<file path="src/sled_pkg.sv">
// ----------------------------------------------------------------------------
// sled_pkg
// Shared types, command codes and lookup functions for the status pixel and
// caps lamp pattern controller.
// ----------------------------------------------------------------------------
package sled_pkg;

    // input beat: a timer tick or a command
    typedef struct packed {
        logic       operation;
        logic [3:0] command;
    } item_t;

    // result beat
    typedef struct packed {
        logic [7:0] red;
        logic [7:0] green;
        logic [7:0] blue;
        logic       caps_lamp_on;
        logic       pixel_refresh;
    } result_t;

    localparam logic OP_TICK    = 1'b0;
    localparam logic OP_COMMAND = 1'b1;

    localparam logic [3:0] MODE_CAPS_USB  = 4'd0;
    localparam logic [3:0] MODE_CAPS_BLE  = 4'd1;
    localparam logic [3:0] MODE_USB       = 4'd2;
    localparam logic [3:0] MODE_BT_SEARCH = 4'd3;
    localparam logic [3:0] MODE_BT_CONN   = 4'd4;
    localparam logic [3:0] MODE_RAINBOW   = 4'd5;
    localparam logic [3:0] MODE_ERROR     = 4'd6;
    localparam logic [3:0] CMD_BRIGHTER   = 4'd7;
    localparam logic [3:0] CMD_DIMMER     = 4'd8;

    localparam logic [2:0] LEVEL_INDEX_RESET = 3'd2;
    localparam logic [7:0] BLINK_TICKS       = 8'd250;

    // brightness level 2^(i+1)-1
    function automatic logic [7:0] level_of(input logic [2:0] idx);
        logic [8:0] full;
        full = (9'd2 << idx) - 9'd1;
        return full[7:0];
    endfunction

    // crossfade wait, 160 divided by the level of each index
    function automatic logic [7:0] fade_wait_of(input logic [2:0] idx);
        logic [7:0] ticks;
        case (idx)
            3'd0:    ticks = 8'd160;
            3'd1:    ticks = 8'd53;
            3'd2:    ticks = 8'd22;
            3'd3:    ticks = 8'd10;
            3'd4:    ticks = 8'd5;
            3'd5:    ticks = 8'd2;
            3'd6:    ticks = 8'd1;
            default: ticks = 8'd0;
        endcase
        return ticks;
    endfunction

endpackage

</file>
<file path="src/sled_core.sv">
// ----------------------------------------------------------------------------
// sled_core
// Pattern state and the single-pass update for one beat: brightness steps,
// mode selection, wait countdown and the mode action.
// ----------------------------------------------------------------------------
module sled_core #(
    parameter int MAX_LEVEL_INDEX = 7
) (
    input  logic              clk,
    input  logic              rst_n,
    input  logic              fire,
    input  sled_pkg::item_t   item,
    output sled_pkg::result_t result
);
    import sled_pkg::*;

    localparam logic [2:0] MAX_IDX = 3'(MAX_LEVEL_INDEX);

    typedef enum logic [1:0] {
        PH_START = 2'd0,
        PH_RED   = 2'd1,
        PH_GREEN = 2'd2,
        PH_BLUE  = 2'd3
    } phase_t;

    logic [3:0]  mode_reg,         mode_next;
    logic [2:0]  level_index_reg,  level_index_next;
    logic [7:0]  fade_level_reg,   fade_level_next;
    phase_t      fade_phase_reg,   fade_phase_next;
    logic        blink_phase_reg,  blink_phase_next;
    logic [7:0]  wait_ticks_reg,   wait_ticks_next;
    logic        wait_forever_reg, wait_forever_next;
    logic        caps_reg,         caps_next;
    logic [23:0] colour_reg,       colour_next;

    logic        run;
    logic        refresh;
    logic [7:0]  level;
    logic [7:0]  rest;
    logic [7:0]  fade_inc;

    always_comb
    begin
        mode_next         = mode_reg;
        level_index_next  = level_index_reg;
        fade_level_next   = fade_level_reg;
        fade_phase_next   = fade_phase_reg;
        blink_phase_next  = blink_phase_reg;
        wait_ticks_next   = wait_ticks_reg;
        wait_forever_next = wait_forever_reg;
        caps_next         = caps_reg;
        colour_next       = colour_reg;
        run               = 1'b0;
        refresh           = 1'b0;

        if (item.operation == OP_COMMAND) begin
            if (item.command == CMD_BRIGHTER || item.command == CMD_DIMMER) begin
                if (item.command == CMD_BRIGHTER && level_index_reg < MAX_IDX) begin
                    level_index_next = level_index_reg + 3'd1;
                end
                else if (item.command == CMD_DIMMER && level_index_reg != 3'd0) begin
                    level_index_next = level_index_reg - 3'd1;
                end
                fade_level_next = 8'd0;
            end
            else begin
                mode_next = item.command;
            end
            run = 1'b1;
        end
        else if (!wait_forever_reg) begin
            if (wait_ticks_reg <= 8'd1) begin
                run = 1'b1;
            end
            else begin
                wait_ticks_next = wait_ticks_reg - 8'd1;
            end
        end

        level    = level_of(level_index_next);
        rest     = level - fade_level_next;
        fade_inc = fade_level_next + 8'd1;

        if (run) begin
            refresh           = 1'b1;
            wait_ticks_next   = 8'd0;
            wait_forever_next = 1'b1;
            unique case (mode_next)
                MODE_CAPS_USB:
                begin
                    colour_next = {level, level, 8'd0};
                    caps_next   = 1'b1;
                end
                MODE_CAPS_BLE:
                begin
                    colour_next = {level, 8'd0, level};
                    caps_next   = 1'b1;
                end
                MODE_USB:
                begin
                    colour_next = {8'd0, level, 8'd0};
                    caps_next   = 1'b0;
                end
                MODE_BT_SEARCH:
                begin
                    colour_next       = blink_phase_reg ? {16'd0, level} : {level, 16'd0};
                    blink_phase_next  = ~blink_phase_reg;
                    caps_next         = 1'b0;
                    wait_ticks_next   = BLINK_TICKS;
                    wait_forever_next = 1'b0;
                end
                MODE_BT_CONN:
                begin
                    colour_next = {16'd0, level};
                    caps_next   = 1'b0;
                end
                MODE_RAINBOW:
                begin
                    unique case (fade_phase_reg)
                        PH_START: colour_next = {fade_level_next, 16'd0};
                        PH_RED:   colour_next = {rest, fade_level_next, 8'd0};
                        PH_GREEN: colour_next = {8'd0, rest, fade_level_next};
                        default:  colour_next = {fade_level_next, 8'd0, rest};
                    endcase
                    if (fade_inc >= level) begin
                        unique case (fade_phase_reg)
                            PH_START: fade_phase_next = PH_RED;
                            PH_RED:   fade_phase_next = PH_GREEN;
                            PH_GREEN: fade_phase_next = PH_BLUE;
                            default:  fade_phase_next = PH_RED;
                        endcase
                        fade_level_next = 8'd0;
                    end
                    else begin
                        fade_level_next = fade_inc;
                    end
                    wait_ticks_next   = fade_wait_of(level_index_next);
                    wait_forever_next = 1'b0;
                end
                MODE_ERROR:
                begin
                    colour_next = {8'd0, level, 8'd0};
                end
                default:
                begin
                    // unknown mode leaves pixel and lamp alone
                    refresh = 1'b0;
                end
            endcase
        end
    end

    assign result.red           = colour_next[23:16];
    assign result.green         = colour_next[15:8];
    assign result.blue          = colour_next[7:0];
    assign result.caps_lamp_on  = caps_next;
    assign result.pixel_refresh = refresh;

    always_ff @(posedge clk or negedge rst_n)
    begin
        if (!rst_n) begin
            mode_reg         <= MODE_RAINBOW;
            level_index_reg  <= LEVEL_INDEX_RESET;
            fade_level_reg   <= 8'd0;
            fade_phase_reg   <= PH_START;
            blink_phase_reg  <= 1'b0;
            wait_ticks_reg   <= 8'd0;
            wait_forever_reg <= 1'b0;
            caps_reg         <= 1'b0;
            colour_reg       <= 24'd0;
        end
        else if (fire) begin
            mode_reg         <= mode_next;
            level_index_reg  <= level_index_next;
            fade_level_reg   <= fade_level_next;
            fade_phase_reg   <= fade_phase_next;
            blink_phase_reg  <= blink_phase_next;
            wait_ticks_reg   <= wait_ticks_next;
            wait_forever_reg <= wait_forever_next;
            caps_reg         <= caps_next;
            colour_reg       <= colour_next;
        end
    end

`ifndef NO_ASSERTIONS
    a_index_limit: assert property (@(posedge clk) disable iff (!rst_n)
        level_index_reg <= MAX_IDX)
        else $error("brightness index beyond limit");

    a_fade_below_level: assert property (@(posedge clk) disable iff (!rst_n)
        fade_level_reg < level_of(level_index_reg))
        else $error("fade level reached brightness level");

    a_forever_no_count: assert property (@(posedge clk) disable iff (!rst_n)
        wait_forever_reg |-> wait_ticks_reg == 8'd0)
        else $error("wait forever with a pending tick count");
`endif

endmodule

</file>
<file path="src/status_led_pattern_controller.sv">
// ----------------------------------------------------------------------------
// status_led_pattern_controller
// Status pixel and caps lamp pattern controller with registered input and
// result stages around a single-pass pattern update.
//
//   channel  direction  handshake                 payload
//   item     in         item_valid / item_stall    sled_pkg::item_t
//   result   out        result_valid / result_stall sled_pkg::result_t
//
// one beat per cycle sustained while result_stall is low; a taken beat is held in
// the item register, is then loaded into the result register and leaves from there
// every item gives exactly one result beat
// reset clears pattern state to rainbow at index 2 with a dark pixel
// result_stall holds the result register and backs up into item_stall
// ----------------------------------------------------------------------------
module status_led_pattern_controller #(
    parameter int MAX_LEVEL_INDEX = 7
) (
    input  logic              clk,
    input  logic              rst_n,
    input  logic              item_valid,
    output logic              item_stall,
    input  sled_pkg::item_t   item,
    output logic              result_valid,
    input  logic              result_stall,
    output sled_pkg::result_t result
);
    import sled_pkg::*;

    logic    item_vld_reg;
    item_t   item_reg;
    logic    result_vld_reg;
    result_t result_reg;
    result_t result_next;
    logic    advance;
    logic    fire;
    logic    take;

    // result register free or being drained this cycle
    assign advance    = !result_vld_reg || !result_stall;
    assign fire       = item_vld_reg && advance;
    assign item_stall = item_vld_reg && !advance;
    assign take       = item_valid && !item_stall;

    sled_core #(
        .MAX_LEVEL_INDEX (MAX_LEVEL_INDEX)
    ) u_core (
        .clk    (clk),
        .rst_n  (rst_n),
        .fire   (fire),
        .item   (item_reg),
        .result (result_next)
    );

    always_ff @(posedge clk or negedge rst_n)
    begin
        if (!rst_n)
        begin
            item_vld_reg   <= 1'b0;
            result_vld_reg <= 1'b0;
        end
        else
        begin
            if (advance || !item_vld_reg)
            begin
                item_vld_reg <= item_valid;
            end
            if (advance)
            begin
                result_vld_reg <= item_vld_reg;
            end
        end
    end

    always_ff @(posedge clk)
    begin
        if (take)
        begin
            item_reg <= item;
        end
        if (fire)
        begin
            result_reg <= result_next;
        end
    end

    assign result_valid = result_vld_reg;
    assign result       = result_reg;

`ifndef NO_ASSERTIONS
    a_stall_only_full: assert property (@(posedge clk) disable iff (!rst_n)
        item_stall |-> item_vld_reg && result_vld_reg)
        else $error("input stalled with room in the pipeline");

    a_beat_moves_on: assert property (@(posedge clk) disable iff (!rst_n)
        fire |=> result_vld_reg)
        else $error("updated beat missing from result register");

    a_drain_empty: assert property (@(posedge clk) disable iff (!rst_n)
        (result_vld_reg && !result_stall && !item_vld_reg) |=> !result_vld_reg)
        else $error("result repeated after drain");
`endif

endmodule

</file>
<file path="config.mk">
export PLATFORM = sky130hd
export DESIGN_NAME = status_led_pattern_controller
export DESIGN_NICKNAME = d
export VERILOG_FILES = /design/src/sled_pkg.sv /design/src/sled_core.sv /design/src/status_led_pattern_controller.sv
export SDC_FILE = /design/constraint.sdc
export NUM_CORES = 1
export LEC_CHECK = 0
export CAP_MARGIN = 20
export CORE_ASPECT_RATIO = 0.75
export CORE_MARGIN = 4
export CORE_UTILIZATION = 40
export CTS_BUF_LIST = sky130_fd_sc_hd__clkbuf_8
export DETAILED_ROUTE_END_ITERATION = 10
export DONT_BUFFER_PORTS = 1
export PLACE_DENSITY = 0.6
export SLEW_MARGIN = 20
export SYNTH_ARGS = -nofsm -noshare
export SYNTH_HDL_FRONTEND = slang
export SYNTH_SLANG_ARGS = --single-unit
export TNS_END_PERCENT = 20
</file>
<file path="constraint.sdc">
create_clock -name clk -period 4.93 [get_ports clk]
set_input_delay 0.7395 -clock clk [delete_from_list [all_inputs] [get_ports clk]]
set_output_delay 0.7395 -clock clk [all_outputs]
set_load 0.02 [all_outputs]
</file>
==> results of run 1 <==
-- power by group --
group	total [mW]	switching, mW	internal [mW]
Clock	0.527	0.275	0.251
Combinational	2.15	1.25	0.900
Sequential	1.21	0.220	0.992
Total	3.89	1.75	2.14
-- routing by layer --
metal / vias up / wire [um] / global-route usage
met2: 141 / 6100 / 0.280
li1: 2078 / - / -
met4: 0 / 213 / 0.0463
met5: - / 0 / 0
met1: 2133 / 7190 / 0.294
met3: 20 / 784 / 0.0413
-- worst paths after layout --
path / startpoint / end / cells after the start
max in group asynchronous: rst_n / u_core.mode_reg[2]$_DFFE_PN1P_ / 0
min: rst_n / u_core.colour_reg[2]$_DFFE_PN0P_ / 0
max: u_core.level_index_reg[1]$_DFFE_PN1P_ / u_core.fade_phase_reg[1]$_DFFE_PN0P_ / 18
max reg2reg: u_core.level_index_reg[1]$_DFFE_PN1P_ / u_core.fade_phase_reg[1]$_DFFE_PN0P_ / 18
min in group clk: item[3] / item_reg[3]$_DFFE_PP_ / 0
min reg2reg: u_core.colour_reg[10]$_DFFE_PN0P_ / u_core.colour_reg[10]$_DFFE_PN0P_ / 2
-- cells in the mapped netlist (all sizes together), types with 2 or more instances --
library cell / count
a211oi: 2
a21o: 4
a21oi: 55
a221o: 2
a221oi: 5
a22o: 3
a22oi: 4
a31oi: 12
a32o: 4
a32oi: 3
and2: 8
buf: 8
clkbuf: 17
dfrtp: 51
dfstp: 3
edfxtp: 31
ha: 23
inv: 22
mux2: 15
mux2i: 8
nand2: 44
nand2b: 16
nand3: 19
nand3b: 3
nand4: 2
nor2: 65
nor2b: 6
nor3: 10
nor3b: 3
nor4: 4
nor4b: 3
o211ai: 2
o21a: 6
o21ai: 33
o221ai: 5
o22ai: 8
o31ai: 4
o32a: 5
or2: 2
or3: 8
or4: 2
xnor2: 11
xor2: 5
-- critical path, cell delays in order, from the launching register on --
cell and delay, ns:
dfstp_2 0.60, inv_2 0.08, ha_1 0.18, ha_1 0.21, nor3b_4 0.24, nand3_2 0.18, a221oi_4 0.43, a221o_2 0.26
nand3_1 0.11, xnor2_1 0.27, buf_4 0.20, inv_1 0.05, ha_1 0.30, o211ai_1 0.17, nor2_1 0.06, a211o_1 0.29
maj3_2 0.32, a41o_1 0.33, mux2_4 0.32
-- layout make-up --
type,count,area share
Clock inverter,6,0.0122
Clock buffer,10,0.0236
Sequential cell,85,0.392
Multi-Input combinational cell,428,0.497
Tap cell,171,0.0367
Timing Repair Buffer,19,0.0244
Inverter,22,0.0141
-- timing repair --
| action | in CTS | in global routing |
|---|---|---|
| buffers inserted | 0 | 1 |
| endpoints found under the setup margin | 0 | 18 |
| gates resized for setup | 0 | 16 |
| endpoints found under the hold margin | 0 | 0 |
-- logic make-up (layout without fill, tap and decap cells) --
family / count (synthesis) / in the layout / synth area share
and+or+nand+nor: 198 / 198 / 0.187
AOI/OAI and AO/OA: 167 / 167 / 0.211
DFF: 85 / 85 / 0.434
buffers and inverters: 47 / 57 / 0.0366
adders and majority gates: 24 / 24 / 0.0568
muxes: 23 / 23 / 0.0480
xor gates and xnor gates: 16 / 16 / 0.0266
-- metrics by stage --
step / instances / cell area [sq um] / TNS (ns) / setup slack (ns)
after floorplan: 560 / 5270 / 0 / 0.151
after global placement: 724 / 5520 / 0 / 0.221
after detailed placement: 724 / 5520 / 0 / 0.128
after CTS: 740 / 5730 / 0 / 0.0940
after global routing: 741 / 5840 / -0.0328 / -0.0328
final: 741 / 5840 / 0 / 0.210
-- layout by cell type (no fill, tap or decap), types with 16 or more instances in the layout --
cell type / instances
nand3_1: 16
o21ai_0: 30
a21oi_1: 53
nand2_1: 44
ha_1: 21
nor2_1: 64
inv_1: 18
dfrtp_1: 51
buf_4: 19
edfxtp_1: 31
==> impl_metrics.csv, run 1 <==
group,metric,value,unit
finish,areaGrowthSynthToFinish,10.8,%
routing,routed_wl,14.3,mm
logic_synthesis,yosysSeqAreaShare,0.434,
clocking,cts.hold.buffers_added,0,
critical_path,worstPathRequired,5.19,ns
floorplan,core,12900,sq um
critical_path,critPathKind,"reg -> reg",
global_route,overflow,0,
floorplan,start_util,0.407,
floorplan,die_w,140,um
finish,antenna_cells,0,
logic_synthesis,yosys_register_bits,85,
sta,setup_viol,0,
logic_synthesis,ys_types,73,
logic_synthesis,synth_top_area_frac,0.242,
place,gp_congestion,0.925,
logic_synthesis,syn_avg_cell_area,9.40,sq um
critical_path,reg2reg_slack,0.21,ns
critical_path,worstSetupEndpointType,"flop",
finish,utilization,0.452,
place,io_buffer_count,0,
routing,ant_nets,0,
place,hpwlAfterDp,10.0,mm
critical_path,worst_setup_path_start_kind,"flop",
logic_synthesis,syn_area,5270,sq um
logic_synthesis,synthArstFlopShare,0.635,
routing,via_per_inst,5.90,
clocking,numCtsBuffers,9,
routing,drt_iter0_markers,506,
critical_path,crit_arrival,4.98,ns
logic_synthesis,ys_warn_count,0,
power_and_ir_drop,ir_worst_vdd,249,uV
global_route,grt_max_degree,55,
clocking,cts_tree,"yes",
finish,largest_register_ffs,26,
clocking,clock_latency,0.37,ns
global_route,grt_pass1_vias,4236,
floorplan,io_pins,37,
power_and_ir_drop,finalPower,3.89,mW
clocking,clockBufferDepth,2,
logic_synthesis,synthFlopType,"dfrtp_1",
sta,fin_crit_sh,0.957,
power_and_ir_drop,p_leak,2.24,nW
logic_synthesis,synthTopCellsByArea,"dfrtp_1 24%, edfxtp_1 18%, ha_1 5.5%, a21oi_1 5.1%, nor2_1 4.6%",
clocking,path_clk_slew,0.10,ns
finish,fillers,1239,
min_path,hold_path.class,"in -> async",
finish,ff_latch_area,2290,sq um
floorplan,die_h,107,um
sta,hold_ws,0.0565,ns
sta,slew_viol_final,0,
sta,slew_headroom,0.414,
job,drv_cap,0,
finish,multi_input_area,2900,sq um
clocking,h-tree-depth,3,
routing,drc,0,
logic_synthesis,synth_top_area_cell,"dfrtp_1",
global_route,grt.total_usage,0.193,
routing,first_pass_iters,5,
clocking,root_buffer,"clkbuf_8",
sta,tightest_slew,0.869,ns
routing,avgRoutedWirePerCell,19.3,um
run_status,status,"finished clean",
sta,finalHoldViolCount,0,
sta,fmax,212,MHz
logic_synthesis,synth_edf_count,31,
finish,drive_gt1_frac,0.144,
sta,finClkSkew,0.0117,ns
power_and_ir_drop,p_per_area,666,nW/um^2
finish,nets,597,
logic_synthesis,syn_nets,592,
floorplan,rows,36,
routing,vias,4372,
global_route,antenna_found_initial,0,
sta,post-route-min-period,4.72,ns
global_route,grt_pass1_wl,23.1,mm
logic_synthesis,syn_inst,560,
clocking,cts.sinks,85,
critical_path,worstPathMaxFanout,5,
floorplan,fp.dieArea,15100,sq um
No activity file was read; power rests on OpenSTA's default activity.
==> run 2, diff against run 1 <==
--- a/config.mk
+++ b/config.mk
@@ -7,9 +7,7 @@
 export LEC_CHECK = 0
 export CAP_MARGIN = 20
 export CORE_ASPECT_RATIO = 0.75
-export CORE_MARGIN = 4
 export CORE_UTILIZATION = 40
-export CTS_BUF_LIST = sky130_fd_sc_hd__clkbuf_8
 export DETAILED_ROUTE_END_ITERATION = 10
 export DONT_BUFFER_PORTS = 1
 export PLACE_DENSITY = 0.6
==> run 2 against run 1 <==
Compared with the run above:
- wire length fell by 1.4%
- via count increased by 1.5%
- clock power up 32%
- combinational power is 2% higher
- register-to-register slack about the same
- critical endpoint is now result[7]$_DFFE_PP_
- total power up 5.4%
==> impl_metrics.csv, run 2 (same netlist as run 1, synthesis figures left out) <==
group,metric,value,unit
run_status,status,"finished clean",
clocking,root_buffer,"clkbuf_16",
floorplan,rows,35,
place,placed_cell_area,5520,sq um
critical_path,rr_endpoint,"result[7]$_DFFE_PP_",
routing,drc,0,
floorplan,fp.dieArea,13600,sq um
clocking,cts.sinks,85,
place,gp_congestion,0.922,
sta,slew_viol_final,0,
sta,fin_crit_sh,0.959,
power_and_ir_drop,finalPower,4.10,mW
global_route,grt.total_usage,0.216,
floorplan,start_util,0.419,
job,drv_cap,0,
critical_path,slowest_stage,"dfstp_2",
global_route,overflow,0,
finish,utilization,0.472,
finish,layout_commonest_cell,"nor2_1",
sta,setup-tns-final,0,ns
routing,first_pass_iters,5,
clocking,clock_latency,0.35,ns
critical_path,crit_arrival,4.81,ns
critical_path,regToRegStartpoint,"u_core.level_index_reg[1]$_DFFE_PN1P_",
global_route,antenna_found_initial,0,
power_and_ir_drop,ir_worst_vdd,308,uV
clocking,h-tree-depth,3,
power_and_ir_drop,p_per_area,690,nW/um^2
floorplan,die_h,101,um
sta,tightest_slew,0.902,ns
global_route,grt_pass1_vias,4227,
sta,hold_ws,0.0797,ns
sta,worst_slack,0.202,ns
finish,multi_input_area,2910,sq um
min_path,hold_path.class,"in -> async",
routing,avgRoutedWirePerCell,19.1,um
critical_path,ff2ff_path_depth,20,
clocking,cts.hold.buffers_added,0,
power_and_ir_drop,p_leak,2.28,nW
routing,vias,4437,
critical_path,worst_setup_path_start_kind,"flop",
sta,fmax,212,MHz
finish,fillers,1169,
critical_path,critPathMaxStageDelay,0.57,ns
place,io_buffer_count,0,
finish,areaGrowthSynthToFinish,12.8,%
sta,finalHoldViolCount,0,
routing,routed_wl,14.1,mm
clocking,clockBufferDepth,2,
critical_path,worstPathRequired,5.01,ns
sta,setup_viol,0,
finish,largest_register_ffs,26,
finish,nets,598,
sta,post-route-min-period,4.73,ns
finish,antenna_cells,0,
floorplan,io_pins,37,
sta,slew_headroom,0.392,
global_route,grt_max_degree,55,
global_route,grt_pass1_wl,22.5,mm
critical_path,worstSetupEndpointType,"flop",
floorplan,die_w,134,um
finish,drive_gt1_frac,0.147,
finish,layout_common_cells,"64 x nor2_1, 53 x a21oi_1, 51 x dfrtp_1, 44 x nand2_1, 31 x edfxtp_1",
critical_path,reg2reg_slack,0.20,ns
critical_path,crit_chain,"inv_2, ha_1, ha_1, nor3b_4, a21oi_1, nand2b_4, a221oi_4, nand3_2, ha_4, inv_2, ha_4, o21a_1, o21a_1, o21ai_1, nand2b_1, xnor2_1, or3_1, and2_1, a222oi_1, a21oi_1",
clocking,path_clk_slew,0.07,ns
finish,fin_area,5940,sq um
routing,drt_iter0_markers,532,
critical_path,worstPathMaxFanout,4,
place,dp_slack,0.00327,ns
sta,finClkSkew,0.0103,ns
place,hpwlAfterDp,9.88,mm
clocking,cts_tree,"yes",
place,place_inst,719,
floorplan,core,12600,sq um
routing,ant_nets,0,
clocking,numCtsBuffers,9,
finish,ff_latch_area,2290,sq um
finish,stdcell_count,737,
routing,via_per_inst,6.02,
critical_path,critPathKind,"reg -> reg",
run 2: cell count changes in the layout (fill, tap and decap cells not counted), sizes merged:
cell      previous run  this run
clkinvlp             2         3
clkinv               2         0
buf                 19        20
inv                 23        24
run 2: timing repair:
action | CTS | global route
gates resized for setup | 3 | 15
endpoints found under the hold margin | 0 | 0
endpoints found under the setup margin | 1 | 23
pin swaps | 1 | 7
setup buffers | 0 | 2
run 2: final cells by class:
cell class / count / area share
inverters: 22 / 0.0139
flip-flops and latches: 85 / 0.385
multi-input cells: 428 / 0.491
clock buffers: 10 / 0.0386
well taps: 166 / 0.0350
clock inverters: 6 / 0.0118
repair buffers: 20 / 0.0253
run 2: worst max-delay path by stage:
stage	startpoint	endpoint	slack, ns	cells after the start
floorplan	u_core.level_index_reg[1]$_DFFE_PN1P_	result[7]$_DFFE_PP_	0.15	20
global placement	u_core.level_index_reg[1]$_DFFE_PN1P_	result[7]$_DFFE_PP_	0.24	20
detailed placement	u_core.level_index_reg[1]$_DFFE_PN1P_	result[7]$_DFFE_PP_	0.003	20
CTS	u_core.level_index_reg[1]$_DFFE_PN1P_	result[7]$_DFFE_PP_	0.02	20
global route	u_core.level_index_reg[1]$_DFFE_PN1P_	result[7]$_DFFE_PP_	-0.02	20
finish	u_core.level_index_reg[1]$_DFFE_PN1P_	result[7]$_DFFE_PP_	0.20	20
run 2: worst max-delay path: cells and delay by family (launching register included):
kind            cells  cell delay [ns]
flops               1             0.57
xor+xnor            1             0.15
compound gates      7             1.42
simple gates        6             1.25
buf+inv             2             0.13
fa+ha+maj           4             0.94
run 2: power by group:
group / internal [mW] / switching (mW) / total [mW]
clock: 0.396 / 0.299 / 0.695
combinational: 0.919 / 1.28 / 2.20
sequential: 0.993 / 0.213 / 1.21
run 2: routing by layer:
layer | global-route usage | vias up | wire, um
li1 | - | 2080 | -
met1 | 0.316 | 2194 | 6880
met2 | 0.319 | 145 | 6090
met3 | 0.0425 | 18 | 895
met4 | 0.0717 | 0 | 223
met5 | 0 | - | 0
